File: src/sv/usb_transfer_descriptor_splitter_core_macros.svh
// Assertion macros shared by the descriptor splitter RTL.
`ifndef USB_TRANSFER_DESCRIPTOR_SPLITTER_CORE_MACROS_SVH
`define USB_TRANSFER_DESCRIPTOR_SPLITTER_CORE_MACROS_SVH

`ifndef ASSERT_OFF
// Same-cycle implication, sampled on clk, idle in reset.
`define USB_TDS_ASSERT_IMP(label, ante, cons) \
    label: assert property (@(posedge clk) disable iff (!rst_n) (ante) |-> (cons)) \
        else $error("usb_tds implication check failed");
// Next-cycle implication.
`define USB_TDS_ASSERT_NXT(label, ante, cons) \
    label: assert property (@(posedge clk) disable iff (!rst_n) (ante) |=> (cons)) \
        else $error("usb_tds next-cycle check failed");
`else
`define USB_TDS_ASSERT_IMP(label, ante, cons)
`define USB_TDS_ASSERT_NXT(label, ante, cons)
`endif

`endif

File: src/sv/usb_tds_pkg.sv
// Shared types and constants for the transfer descriptor splitter.
package usb_tds_pkg;

    localparam int MAX_DESCRIPTORS_DEF = 18;
    localparam int PAGE_BYTES_DEF      = 4096;
    localparam int QUEUE_DEPTH_DEF     = 2;
    localparam int SETUP_BYTES         = 8;

    localparam int ADDR_W = 32;
    localparam int SIZE_W = 18;
    localparam int MPL_W  = 4;
    localparam int IDX_W  = 5;
    localparam int PID_W  = 2;
    localparam int TOG_W  = 2;
    localparam int IN_USER_W   = 2;
    localparam int OUT_USER_W  = 3;
    localparam int IN_TDATA_W  = ((2 * ADDR_W + SIZE_W + 7) / 8) * 8;
    localparam int OUT_TDATA_W = ((IDX_W + PID_W + TOG_W + 2 * ADDR_W + 7) / 8) * 8;

    localparam logic [MPL_W-1:0] MPL_RESET = 4'd6;

    // token kinds
    localparam logic [PID_W-1:0] PID_SETUP = 2'd0;
    localparam logic [PID_W-1:0] PID_OUT   = 2'd1;
    localparam logic [PID_W-1:0] PID_IN    = 2'd2;

    // toggle modes
    localparam logic [TOG_W-1:0] TOG_CARRY = 2'd0;
    localparam logic [TOG_W-1:0] TOG_DATA0 = 2'd1;
    localparam logic [TOG_W-1:0] TOG_DATA1 = 2'd2;

    // first stage of a request, decided at the front
    typedef enum logic [2:0] {
        CLS_SETUP = 3'b001,
        CLS_DATA  = 3'b010,
        CLS_EMPTY = 3'b100
    } req_class_t;

    typedef struct packed {
        logic              is_in;
        logic              has_setup;
        logic [ADDR_W-1:0] setup_addr;
        logic [ADDR_W-1:0] data_addr;
        logic [SIZE_W-1:0] data_size;
        req_class_t        cls;
    } req_t;

    typedef struct packed {
        logic              td_valid;
        logic [IDX_W-1:0]  td_index;
        logic [PID_W-1:0]  pid_kind;
        logic [TOG_W-1:0]  toggle_mode;
        logic [ADDR_W-1:0] buffer_start;
        logic [ADDR_W-1:0] buffer_end;
        logic              status;
        logic              kick_control_list;
        logic              last;
    } td_t;

endpackage

File: src/sv/usb_tds_front.sv
// Request intake: unpacks the input transaction and classifies its first stage.
module usb_tds_front
    import usb_tds_pkg::*;
(
    input  logic                  s_tvalid,
    output logic                  s_tready,
    input  logic [IN_TDATA_W-1:0] s_tdata,
    input  logic [IN_USER_W-1:0]  s_tuser,
    output logic                  push,
    output req_t                  push_req,
    input  logic                  q_full
);

    logic [SIZE_W-1:0] size;

    assign size     = s_tdata[2*ADDR_W +: SIZE_W];
    assign s_tready = !q_full;
    assign push     = s_tvalid && !q_full;

    always_comb
    begin
        push_req.is_in      = s_tuser[0];
        push_req.has_setup  = s_tuser[1];
        push_req.setup_addr = s_tdata[0 +: ADDR_W];
        push_req.data_addr  = s_tdata[ADDR_W +: ADDR_W];
        push_req.data_size  = size;
        if (s_tuser[1])
        begin
            push_req.cls = CLS_SETUP;
        end
        else if (size != '0)
        begin
            push_req.cls = CLS_DATA;
        end
        else
        begin
            push_req.cls = CLS_EMPTY;
        end
    end

endmodule

File: src/sv/usb_tds_queue.sv
// Short request queue between intake and descriptor sequencer.
module usb_tds_queue
    import usb_tds_pkg::*;
#(
    parameter int DEPTH = QUEUE_DEPTH_DEF
)
(
    input  logic clk,
    input  logic rst_n,
    input  logic push,
    input  req_t push_req,
    output logic full,
    input  logic pop,
    output req_t pop_req,
    output logic empty
);

    localparam int PTR_W = (DEPTH > 1) ? $clog2(DEPTH) : 1;
    localparam int CNT_W = $clog2(DEPTH + 1);

    req_t             mem [DEPTH];
    req_t             head_reg;
    logic [PTR_W-1:0] wr_ptr_reg, wr_ptr_next;
    logic [PTR_W-1:0] rd_ptr_reg, rd_ptr_next;
    logic [CNT_W-1:0] count_reg, count_next;
    logic             do_push, do_pop;

    assign full    = (count_reg == CNT_W'(DEPTH));
    assign empty   = (count_reg == '0);
    assign do_push = push && !full;
    assign do_pop  = pop && !empty;
    assign pop_req = head_reg;

    function automatic logic [PTR_W-1:0] ptr_inc(input logic [PTR_W-1:0] p);
        logic [PTR_W-1:0] r;
        if (p == PTR_W'(DEPTH - 1))
        begin
            r = '0;
        end
        else
        begin
            r = p + PTR_W'(1);
        end
        return r;
    endfunction

    always_comb
    begin
        wr_ptr_next = do_push ? ptr_inc(wr_ptr_reg) : wr_ptr_reg;
        rd_ptr_next = do_pop ? ptr_inc(rd_ptr_reg) : rd_ptr_reg;
        count_next  = count_reg;
        if (do_push && !do_pop)
        begin
            count_next = count_reg + CNT_W'(1);
        end
        else if (do_pop && !do_push)
        begin
            count_next = count_reg - CNT_W'(1);
        end
    end

    // head entry is read ahead; a write into the next head slot goes straight through
    always_ff @(posedge clk)
    begin
        if (do_push)
        begin
            mem[wr_ptr_reg] <= push_req;
        end
        if (do_push && (wr_ptr_reg == rd_ptr_next))
        begin
            head_reg <= push_req;
        end
        else
        begin
            head_reg <= mem[rd_ptr_next];
        end
    end

    always_ff @(posedge clk or negedge rst_n)
    begin
        if (!rst_n)
        begin
            wr_ptr_reg <= '0;
            rd_ptr_reg <= '0;
            count_reg  <= '0;
        end
        else
        begin
            wr_ptr_reg <= wr_ptr_next;
            rd_ptr_reg <= rd_ptr_next;
            count_reg  <= count_next;
        end
    end

endmodule

File: src/sv/usb_tds_back.sv
// Sequencer: walks setup, data pieces, status; one descriptor a cycle unless stalled.
module usb_tds_back
    import usb_tds_pkg::*;
#(
    parameter int MAX_DESCRIPTORS = MAX_DESCRIPTORS_DEF,
    parameter int PAGE_BYTES      = PAGE_BYTES_DEF
)
(
    input  logic             clk,
    input  logic             rst_n,
    input  logic [MPL_W-1:0] max_packet_log2,
    input  req_t             q_req,
    input  logic             q_empty,
    output logic             q_pop,
    output logic             out_valid,
    output td_t              out_td,
    input  logic             out_ready
);

    localparam int KW        = $clog2(MAX_DESCRIPTORS + 1);
    localparam int PAGE_LOG2 = $clog2(PAGE_BYTES);
    localparam int WIN_W     = PAGE_LOG2 + 2;
    localparam int CMP_W     = (SIZE_W > WIN_W) ? SIZE_W : WIN_W;

    typedef enum logic [4:0] {
        ST_IDLE   = 5'b00001,
        ST_SETUP  = 5'b00010,
        ST_DATA   = 5'b00100,
        ST_STATUS = 5'b01000,
        ST_EMPTY  = 5'b10000
    } state_t;

    state_t            state_reg, state_next;
    logic [KW-1:0]     k_reg, k_next;
    logic [ADDR_W-1:0] dest_reg, dest_next;
    logic [SIZE_W-1:0] remain_reg, remain_next;
    logic [ADDR_W-1:0] setup_addr_reg, setup_addr_next;
    logic              is_in_reg, is_in_next;
    logic              has_setup_reg, has_setup_next;
    logic              out_valid_reg, out_valid_next;
    td_t               out_reg, out_next;

    logic              emit_ok;
    logic              k_full;
    logic [CMP_W-1:0]  window;
    logic [CMP_W-1:0]  mp_mask;
    logic [CMP_W-1:0]  remain_ext;
    logic [CMP_W-1:0]  piece;
    logic [CMP_W-1:0]  remain_left;
    logic              shorten;
    logic              emit;
    td_t               item;
    td_t               err_item;

    assign emit_ok    = !out_valid_reg || out_ready;
    assign k_full     = (k_reg >= KW'(MAX_DESCRIPTORS));

    // window reaches to the end of the page after the current one
    assign window     = CMP_W'(2 * PAGE_BYTES) - CMP_W'(dest_reg[PAGE_LOG2-1:0]);
    assign mp_mask    = CMP_W'((32'd1 << max_packet_log2) - 32'd1);
    assign remain_ext = CMP_W'(remain_reg);
    assign shorten    = (remain_ext > window);
    assign piece      = shorten ? (window & ~mp_mask) : remain_ext;
    assign remain_left = remain_ext - piece;

    always_comb
    begin
        err_item        = '0;
        err_item.status = 1'b1;
        err_item.last   = 1'b1;
    end

    always_comb
    begin
        state_next      = state_reg;
        k_next          = k_reg;
        dest_next       = dest_reg;
        remain_next     = remain_reg;
        setup_addr_next = setup_addr_reg;
        is_in_next      = is_in_reg;
        has_setup_next  = has_setup_reg;
        q_pop           = 1'b0;
        emit            = 1'b0;
        item            = '0;

        case (state_reg)
            ST_IDLE:
            begin
                if (!q_empty)
                begin
                    q_pop           = 1'b1;
                    k_next          = '0;
                    dest_next       = q_req.data_addr;
                    remain_next     = q_req.data_size;
                    setup_addr_next = q_req.setup_addr;
                    is_in_next      = q_req.is_in;
                    has_setup_next  = q_req.has_setup;
                    case (q_req.cls)
                        CLS_SETUP: state_next = ST_SETUP;
                        CLS_DATA:  state_next = ST_DATA;
                        default:   state_next = ST_EMPTY;
                    endcase
                end
            end
            ST_SETUP:
            begin
                if (emit_ok)
                begin
                    emit                   = 1'b1;
                    item.td_valid          = 1'b1;
                    item.td_index          = IDX_W'(k_reg);
                    item.pid_kind          = PID_SETUP;
                    item.toggle_mode       = TOG_DATA0;
                    item.buffer_start      = setup_addr_reg;
                    item.buffer_end        = setup_addr_reg + ADDR_W'(SETUP_BYTES - 1);
                    item.kick_control_list = 1'b1;
                    k_next                 = k_reg + KW'(1);
                    state_next             = (remain_reg != '0) ? ST_DATA : ST_STATUS;
                end
            end
            ST_DATA:
            begin
                if (emit_ok)
                begin
                    emit = 1'b1;
                    // packet larger than the window also ends the run in error
                    if (k_full || (shorten && piece == '0))
                    begin
                        item       = err_item;
                        state_next = ST_IDLE;
                    end
                    else
                    begin
                        item.td_valid          = 1'b1;
                        item.td_index          = IDX_W'(k_reg);
                        item.pid_kind          = is_in_reg ? PID_IN : PID_OUT;
                        item.toggle_mode       = has_setup_reg ? TOG_DATA1 : TOG_CARRY;
                        item.buffer_start      = dest_reg;
                        item.buffer_end        = dest_reg + ADDR_W'(piece) - ADDR_W'(1);
                        item.kick_control_list = has_setup_reg;
                        k_next                 = k_reg + KW'(1);
                        dest_next              = dest_reg + ADDR_W'(piece);
                        remain_next            = SIZE_W'(remain_left);
                        if (remain_left == '0)
                        begin
                            if (has_setup_reg)
                            begin
                                state_next = ST_STATUS;
                            end
                            else
                            begin
                                item.last  = 1'b1;
                                state_next = ST_IDLE;
                            end
                        end
                    end
                end
            end
            ST_STATUS:
            begin
                if (emit_ok)
                begin
                    emit       = 1'b1;
                    state_next = ST_IDLE;
                    if (k_full)
                    begin
                        item = err_item;
                    end
                    else
                    begin
                        item.td_valid          = 1'b1;
                        item.td_index          = IDX_W'(k_reg);
                        item.pid_kind          = is_in_reg ? PID_OUT : PID_IN;
                        item.toggle_mode       = TOG_DATA1;
                        item.kick_control_list = 1'b1;
                        item.last              = 1'b1;
                    end
                end
            end
            ST_EMPTY:
            begin
                if (emit_ok)
                begin
                    emit       = 1'b1;
                    item.last  = 1'b1;
                    state_next = ST_IDLE;
                end
            end
            default:
            begin
                state_next = ST_IDLE;
            end
        endcase
    end

    always_comb
    begin
        out_valid_next = out_valid_reg;
        out_next       = out_reg;
        if (emit)
        begin
            out_valid_next = 1'b1;
            out_next       = item;
        end
        else if (out_ready)
        begin
            out_valid_next = 1'b0;
        end
    end

    always_ff @(posedge clk or negedge rst_n)
    begin
        if (!rst_n)
        begin
            state_reg     <= ST_IDLE;
            out_valid_reg <= 1'b0;
        end
        else
        begin
            state_reg     <= state_next;
            out_valid_reg <= out_valid_next;
        end
    end

    always_ff @(posedge clk)
    begin
        k_reg          <= k_next;
        dest_reg       <= dest_next;
        remain_reg     <= remain_next;
        setup_addr_reg <= setup_addr_next;
        is_in_reg      <= is_in_next;
        has_setup_reg  <= has_setup_next;
        out_reg        <= out_next;
    end

    assign out_valid = out_valid_reg;
    assign out_td    = out_reg;

endmodule

File: src/sv/usb_transfer_descriptor_splitter_core.sv
// Top level of the USB transfer descriptor splitter.
//
// Takes one transfer request per input transaction and returns its chain of
// transfer descriptors, one output transaction per descriptor, the last one
// flagged with m_tlast. The sequencer loads each request, then emits one
// descriptor per cycle while m_tready is high, using a single piece
// calculator. A request queue of QUEUE_DEPTH entries lets new requests be
// taken while a chain is still being emitted. Page size must be a power of
// two. max_packet_log2 is written through the cfg channel, which is always
// ready; write it only while no request is in flight.
`include "usb_transfer_descriptor_splitter_core_macros.svh"

module usb_transfer_descriptor_splitter_core
    import usb_tds_pkg::*;
#(
    parameter int MAX_DESCRIPTORS = MAX_DESCRIPTORS_DEF,
    parameter int PAGE_BYTES      = PAGE_BYTES_DEF,
    parameter int QUEUE_DEPTH     = QUEUE_DEPTH_DEF
)
(
    input  logic                   clk,
    input  logic                   rst_n,
    input  logic                   cfg_valid,
    output logic                   cfg_ready,
    input  logic [MPL_W-1:0]       cfg_data,      // max_packet_log2
    input  logic                   s_tvalid,
    output logic                   s_tready,
    // setup_addr[31:0], data_addr[63:32], data_size[81:64], zero pad
    input  logic [IN_TDATA_W-1:0]  s_tdata,
    input  logic [IN_USER_W-1:0]   s_tuser,       // is_in[0], has_setup[1]
    output logic                   m_tvalid,
    input  logic                   m_tready,
    // td_index[4:0], pid_kind[6:5], toggle_mode[8:7], buffer_start[40:9],
    // buffer_end[72:41], zero pad
    output logic [OUT_TDATA_W-1:0] m_tdata,
    output logic [OUT_USER_W-1:0]  m_tuser,       // td_valid[0], status[1], kick_control_list[2]
    output logic                   m_tlast
);

    logic [MPL_W-1:0] mpl_reg, mpl_next;
    logic             push, q_full, q_pop, q_empty;
    req_t             push_req, pop_req;
    td_t              td;

    assign cfg_ready = 1'b1;
    assign mpl_next  = cfg_valid ? cfg_data : mpl_reg;

    always_ff @(posedge clk or negedge rst_n)
    begin
        if (!rst_n)
        begin
            mpl_reg <= MPL_RESET;
        end
        else
        begin
            mpl_reg <= mpl_next;
        end
    end

    usb_tds_front u_front (
        .s_tvalid (s_tvalid),
        .s_tready (s_tready),
        .s_tdata  (s_tdata),
        .s_tuser  (s_tuser),
        .push     (push),
        .push_req (push_req),
        .q_full   (q_full)
    );

    usb_tds_queue #(
        .DEPTH (QUEUE_DEPTH)
    ) u_queue (
        .clk      (clk),
        .rst_n    (rst_n),
        .push     (push),
        .push_req (push_req),
        .full     (q_full),
        .pop      (q_pop),
        .pop_req  (pop_req),
        .empty    (q_empty)
    );

    usb_tds_back #(
        .MAX_DESCRIPTORS (MAX_DESCRIPTORS),
        .PAGE_BYTES      (PAGE_BYTES)
    ) u_back (
        .clk             (clk),
        .rst_n           (rst_n),
        .max_packet_log2 (mpl_reg),
        .q_req           (pop_req),
        .q_empty         (q_empty),
        .q_pop           (q_pop),
        .out_valid       (m_tvalid),
        .out_td          (td),
        .out_ready       (m_tready)
    );

    assign m_tdata = OUT_TDATA_W'({td.buffer_end, td.buffer_start, td.toggle_mode,
                                   td.pid_kind, td.td_index});
    assign m_tuser = {td.kick_control_list, td.status, td.td_valid};
    assign m_tlast = td.last;

    `USB_TDS_ASSERT_IMP(a_pop_not_empty, q_pop, !q_empty)
    `USB_TDS_ASSERT_IMP(a_nondesc_clean, m_tvalid && !m_tuser[0], m_tlast && m_tdata == '0 && !m_tuser[2])
    `USB_TDS_ASSERT_IMP(a_desc_status_ok, m_tvalid && m_tuser[0], !m_tuser[1])
    `USB_TDS_ASSERT_NXT(a_cfg_write, cfg_valid, mpl_reg == $past(cfg_data))

endmodule
File: config.mk
export PLATFORM = sky130hd
export DESIGN_NAME = usb_transfer_descriptor_splitter_core
export DESIGN_NICKNAME = d
export VERILOG_FILES = /design/src/sv/usb_tds_pkg.sv /design/src/sv/usb_tds_front.sv /design/src/sv/usb_tds_queue.sv /design/src/sv/usb_tds_back.sv /design/src/sv/usb_transfer_descriptor_splitter_core.sv
export VERILOG_INCLUDE_DIRS = /design/src /design/src/sv
export SDC_FILE = /design/constraint.sdc
export NUM_CORES = 1
export LEC_CHECK = 0
export ABC_AREA = 1
export BUFFER_PORTS_ARGS = -buffer_cell sky130_fd_sc_hd__clkbuf_2
export CAP_MARGIN = 25
export CORE_MARGIN = 3
export CORE_UTILIZATION = 43
export CTS_CLUSTER_DIAMETER = 100
export DETAILED_ROUTE_END_ITERATION = 10
export GPL_ROUTABILITY_DRIVEN = 0
export SYNTH_ARGS = -nofsm -noshare
export SYNTH_HDL_FRONTEND = slang
export SYNTH_HIERARCHICAL = 1
export SYNTH_SLANG_ARGS = --single-unit
File: constraint.sdc
create_clock -name clk -period 10.2 [get_ports clk]
set_input_delay 2.04 -clock clk [delete_from_list [all_inputs] [get_ports clk]]
set_output_delay 2.04 -clock clk [all_outputs]
set_load 0.03 [all_outputs]
==> results_dict.tcl <==
set metrics [dict create \
    grt.total_usage_pct 21.25 \
    worst_ep_required_time_ns 10.52 \
    pwr_density_cell_mw_per_mm2 351.4 \
    synthXorXnorAreaFrac_pct 2.022 \
    largest_reg_flops 174 \
    result_of_the_run "finished clean" \
    syn_area_mm2 0.02030 \
    synth_fa_ha_area_share_pct 3.465 \
    drt-pass1-iter-count 8 \
    cp_max_fo 14 \
    area_fraction_in_compound_gates_after_synthesis_pct 6.787 \
    synth-edff-count 340 \
    yosysTopAreaCellShare_pct 50.31 \
    most_common_cell_after_layout_fill_and_taps_aside "sky130_fd_sc_hd__nand2_1" \
    die_width_um 223.3 \
    finalMaxSlewViolations 0 \
    routed_wire_length_um 53750 \
    synth_simple_gate_area_share_pct 20.73 \
    crit_family "simple AND/OR/NAND/NOR gates" \
    antenna_found_initial 4 \
    worstMarginPinSlew_ns 0.9869 \
    switching_power_share_of_the_total_pct 46.69 \
    final_antenna_net_count 0 \
    insertion_delay_ns 0.59 \
    worst_setup_path_end_kind "flop" \
    mostFrequentLayoutCells "511 x sky130_fd_sc_hd__nand2_1, 340 x sky130_fd_sc_hd__edfxtp_1, 245 x sky130_fd_sc_hd__inv_1, 185 x sky130_fd_sc_hd__nor2_1, 171 x sky130_fd_sc_hd__clkbuf_2" \
    synth.area.mux_share_pct 5.382 \
    synth-main-ff-cell "sky130_fd_sc_hd__edfxtp_1" \
    yosysUniqueCellTypes 57 \
    finish.instance_area_mm2 0.02228 \
    cp_num_buf_inv 4 \
    drtIter0Drc 1700 \
    detailed_place_hpwl_um 41030 \
    cell_count_after_synthesis 2131 \
    std_cell_rows 78 \
    area_growth_pct 9.771 \
    timing.critical_path.from_type "flop" \
    main_combinational_cell_family_by_area_after_synthesis "simple AND/OR/NAND/NOR gates" \
    worstHoldPathType "reg2reg" \
    die_area_mm2 0.04984 \
    unrepaired_setup_endpoints_after_global_routing "no" \
    cts.sink_count 355 \
    antenna_cells_inserted 0 \
    clock_tree.buffer_depth 3 \
    cts_hold_repair.buffers 0 \
    p_leak_nw 9.520 \
    seq_power_share_pct 34.6 \
    finalSetupViolCount 0 \
    critical_path.max_stage_delay_ns 0.48 \
    post_cts_resize_count 0 \
    die-height_um 223.3 \
    via_per_inst 5.329 \
    dpl_cell_area_mm2 0.02109 \
    cts_post_setup_buffers_inserted 0 \
    p_int_w 0.004173 \
    finish.net_count 2387 \
    clock_tree.root_cell "sky130_fd_sc_hd__clkbuf_16" \
    portion_of_total_power_attributed_to_the_clock_network_pct 16.5 \
    synthArstFlopShare_pct 3.944 \
    vias 15246 \
    fin_crit_sh_pct 61.74 \
    grt_max_degree 91 \
    final_layout_size_suffix_gt1_share_pct 17.87 \
    cpMaxStageDelayCell "sky130_fd_sc_hd__edfxtp_1" \
    final_core_util_pct 48.47 \
    worst-endpoint-arrival_ns 6.62 \
    synthDominantAreaCellType "sky130_fd_sc_hd__edfxtp_1" \
    first_global_vias 14516 \
    globalRoute.totalOverflow 0 \
    max_capacitance_violation_total 0 \
    power_switching_w 0.003655 \
    yosysWarnings 6 \
    register_ranked_first_by_flip_flop_count "u_queue/mem" \
    critical_path_class "reg2reg" \
    num_io_pins 186 \
    setup_tns_ns 0 \
    drc 0 \
    syn-mean-instance-area_um2 9.524 \
    timing.slew.headroom_pct 34.21 \
    hold_violations 0 \
    fmax_ghz 0.1588 \
    hold_start "u_queue/rd_ptr_reg$_DFF_PN0_" \
    cts_buffers 39 \
    synth_sequential_area_ratio_pct 52.15 \
    starting_density_of_the_core_pct 44.15 \
    min_period_ns 6.297 \
    critPathLaunch "u_back/dest_reg[0]$_DFFE_PP_" \
    post_drt_wl_per_cell_um 18.79 \
    cts.clk_slew.worst_paths_ns 0.07 \
    combinationalPowerShare_pct 48.9 \
    critical_path.reg2reg.startpoint "u_back/dest_reg[0]$_DFFE_PP_" \
    finClkSkew_ns 0.02959 \
    post_synth_main_area_contributors "sky130_fd_sc_hd__edfxtp_1 50%, sky130_fd_sc_hd__nand2_1 9.5%, sky130_fd_sc_hd__inv_1 4.6%" \
    wire_length_of_the_first_global_routing_pass_um 82610 \
    dominant_cell_type_by_count_on_the_critical_path "sky130_fd_sc_hd__nand2_1" \
    max-vdd-ir-drop_uv 168.8 \
    tritoncts "built" \
    ys_ff_latch 355 \
    portBuffers 171 \
    floorplan.core_area_mm2 0.04597 \
    cts-htree-levels 2 \
]
-- cell type report --
| type | count | area (um2) |
|---|---|---|
| clock buffer | 42 | 987.2 |
| clock inverter | 27 | 186.4 |
| fill | 4281 | 23690 |
| inverter | 256 | 962.2 |
| multi-input combinational | 1400 | 7861 |
| sequential | 355 | 10590 |
| tap | 600 | 750.7 |
| timing repair buffer | 181 | 943.4 |
-- metal layers --
metal / part of all wire [%] / track usage (%) / vias up
met2: 43 / 32.03 / 654
li1: - / - / 7360
met4: 2.0 / 4.737 / 6
met1: 46 / 31.35 / 7141
met5: 0.069 / 0 / -
met3: 9.3 / 4.829 / 85
-- worst paths after layout --
check,end,slack (ns),cells after the start
max,u_back/out_td[23]$_DFFE_PP_,3.90,34
min,flop,0.49,2
max reg2reg,u_back/out_td[23]$_DFFE_PP_,3.90,34
min reg2reg,flop,0.49,2
max in group asynchronous,u_back/state_reg[0]$_DFFE_PN1P_,8.49,1
min in group asynchronous,u_back/state_reg[3]$_DFFE_PN0P_,1.39,1
-- power by group through the flow --
stage	clock, W	combinational, W	sequential [W]
after floorplan	0	0.00263	0.00275
after global placement	0	0.00371	0.00272
after detailed placement	0	0.00376	0.00273
after CTS	0.00133	0.00378	0.00270
after global routing	0.00139	0.00423	0.00275
final	0.00129	0.00383	0.00271
-- cells in the mapped netlist, types with 16 or more instances --
| cell | instances |
|---|---|
| sky130_fd_sc_hd__nand2_1 | 511 |
| sky130_fd_sc_hd__edfxtp_1 | 340 |
| sky130_fd_sc_hd__inv_1 | 247 |
| sky130_fd_sc_hd__nor2_1 | 187 |
| sky130_fd_sc_hd__nand3_1 | 130 |
| sky130_fd_sc_hd__o21ai_0 | 97 |
| sky130_fd_sc_hd__buf_4 | 94 |
| sky130_fd_sc_hd__mux2_2 | 57 |
| sky130_fd_sc_hd__a21oi_1 | 56 |
| sky130_fd_sc_hd__ha_1 | 53 |
| sky130_fd_sc_hd__nand4_1 | 47 |
| sky130_fd_sc_hd__xor2_1 | 34 |
| sky130_fd_sc_hd__mux2_4 | 30 |
| sky130_fd_sc_hd__nor3_1 | 29 |
| sky130_fd_sc_hd__o22ai_2 | 19 |
| sky130_fd_sc_hd__o22ai_1 | 18 |
| sky130_fd_sc_hd__clkbuf_1 | 17 |
| sky130_fd_sc_hd__nor4_1 | 16 |
-- cells by family (layout without fill, tap and decap cells) --
group | count (synthesis) | after routing
AOI/OAI and AO/OA | 229 | 229
xor gates and xnor gates | 46 | 46
adders and majority gates | 55 | 55
buffers and inverters | 385 | 506
DFF | 355 | 355
muxes | 87 | 87
other | 3 | 12
and+or+nand+nor | 971 | 971
-- through the flow --
stage / total power, W / hold slack, ns / instances / setup WS, ns
after floorplan: 0.005377 / 0.4366 / 2140 / 3.417
after global placement: 0.006429 / 0.4619 / 2791 / 4.231
after detailed placement: 0.006486 / 0.4623 / 2791 / 4.073
after CTS: 0.007813 / 0.4837 / 2860 / 4.027
after global routing: 0.008375 / 0.5244 / 2861 / 3.325
final: 0.007828 / 0.4851 / 2861 / 3.903
-- worst min-delay path, cell delays in order, from the launching register on --
cell                      delay [ns]
sky130_fd_sc_hd__dfrtp_1        0.33
sky130_fd_sc_hd__nand2_1        0.05
sky130_fd_sc_hd__nand2_1        0.07
(Power assumes the default switching activity.)
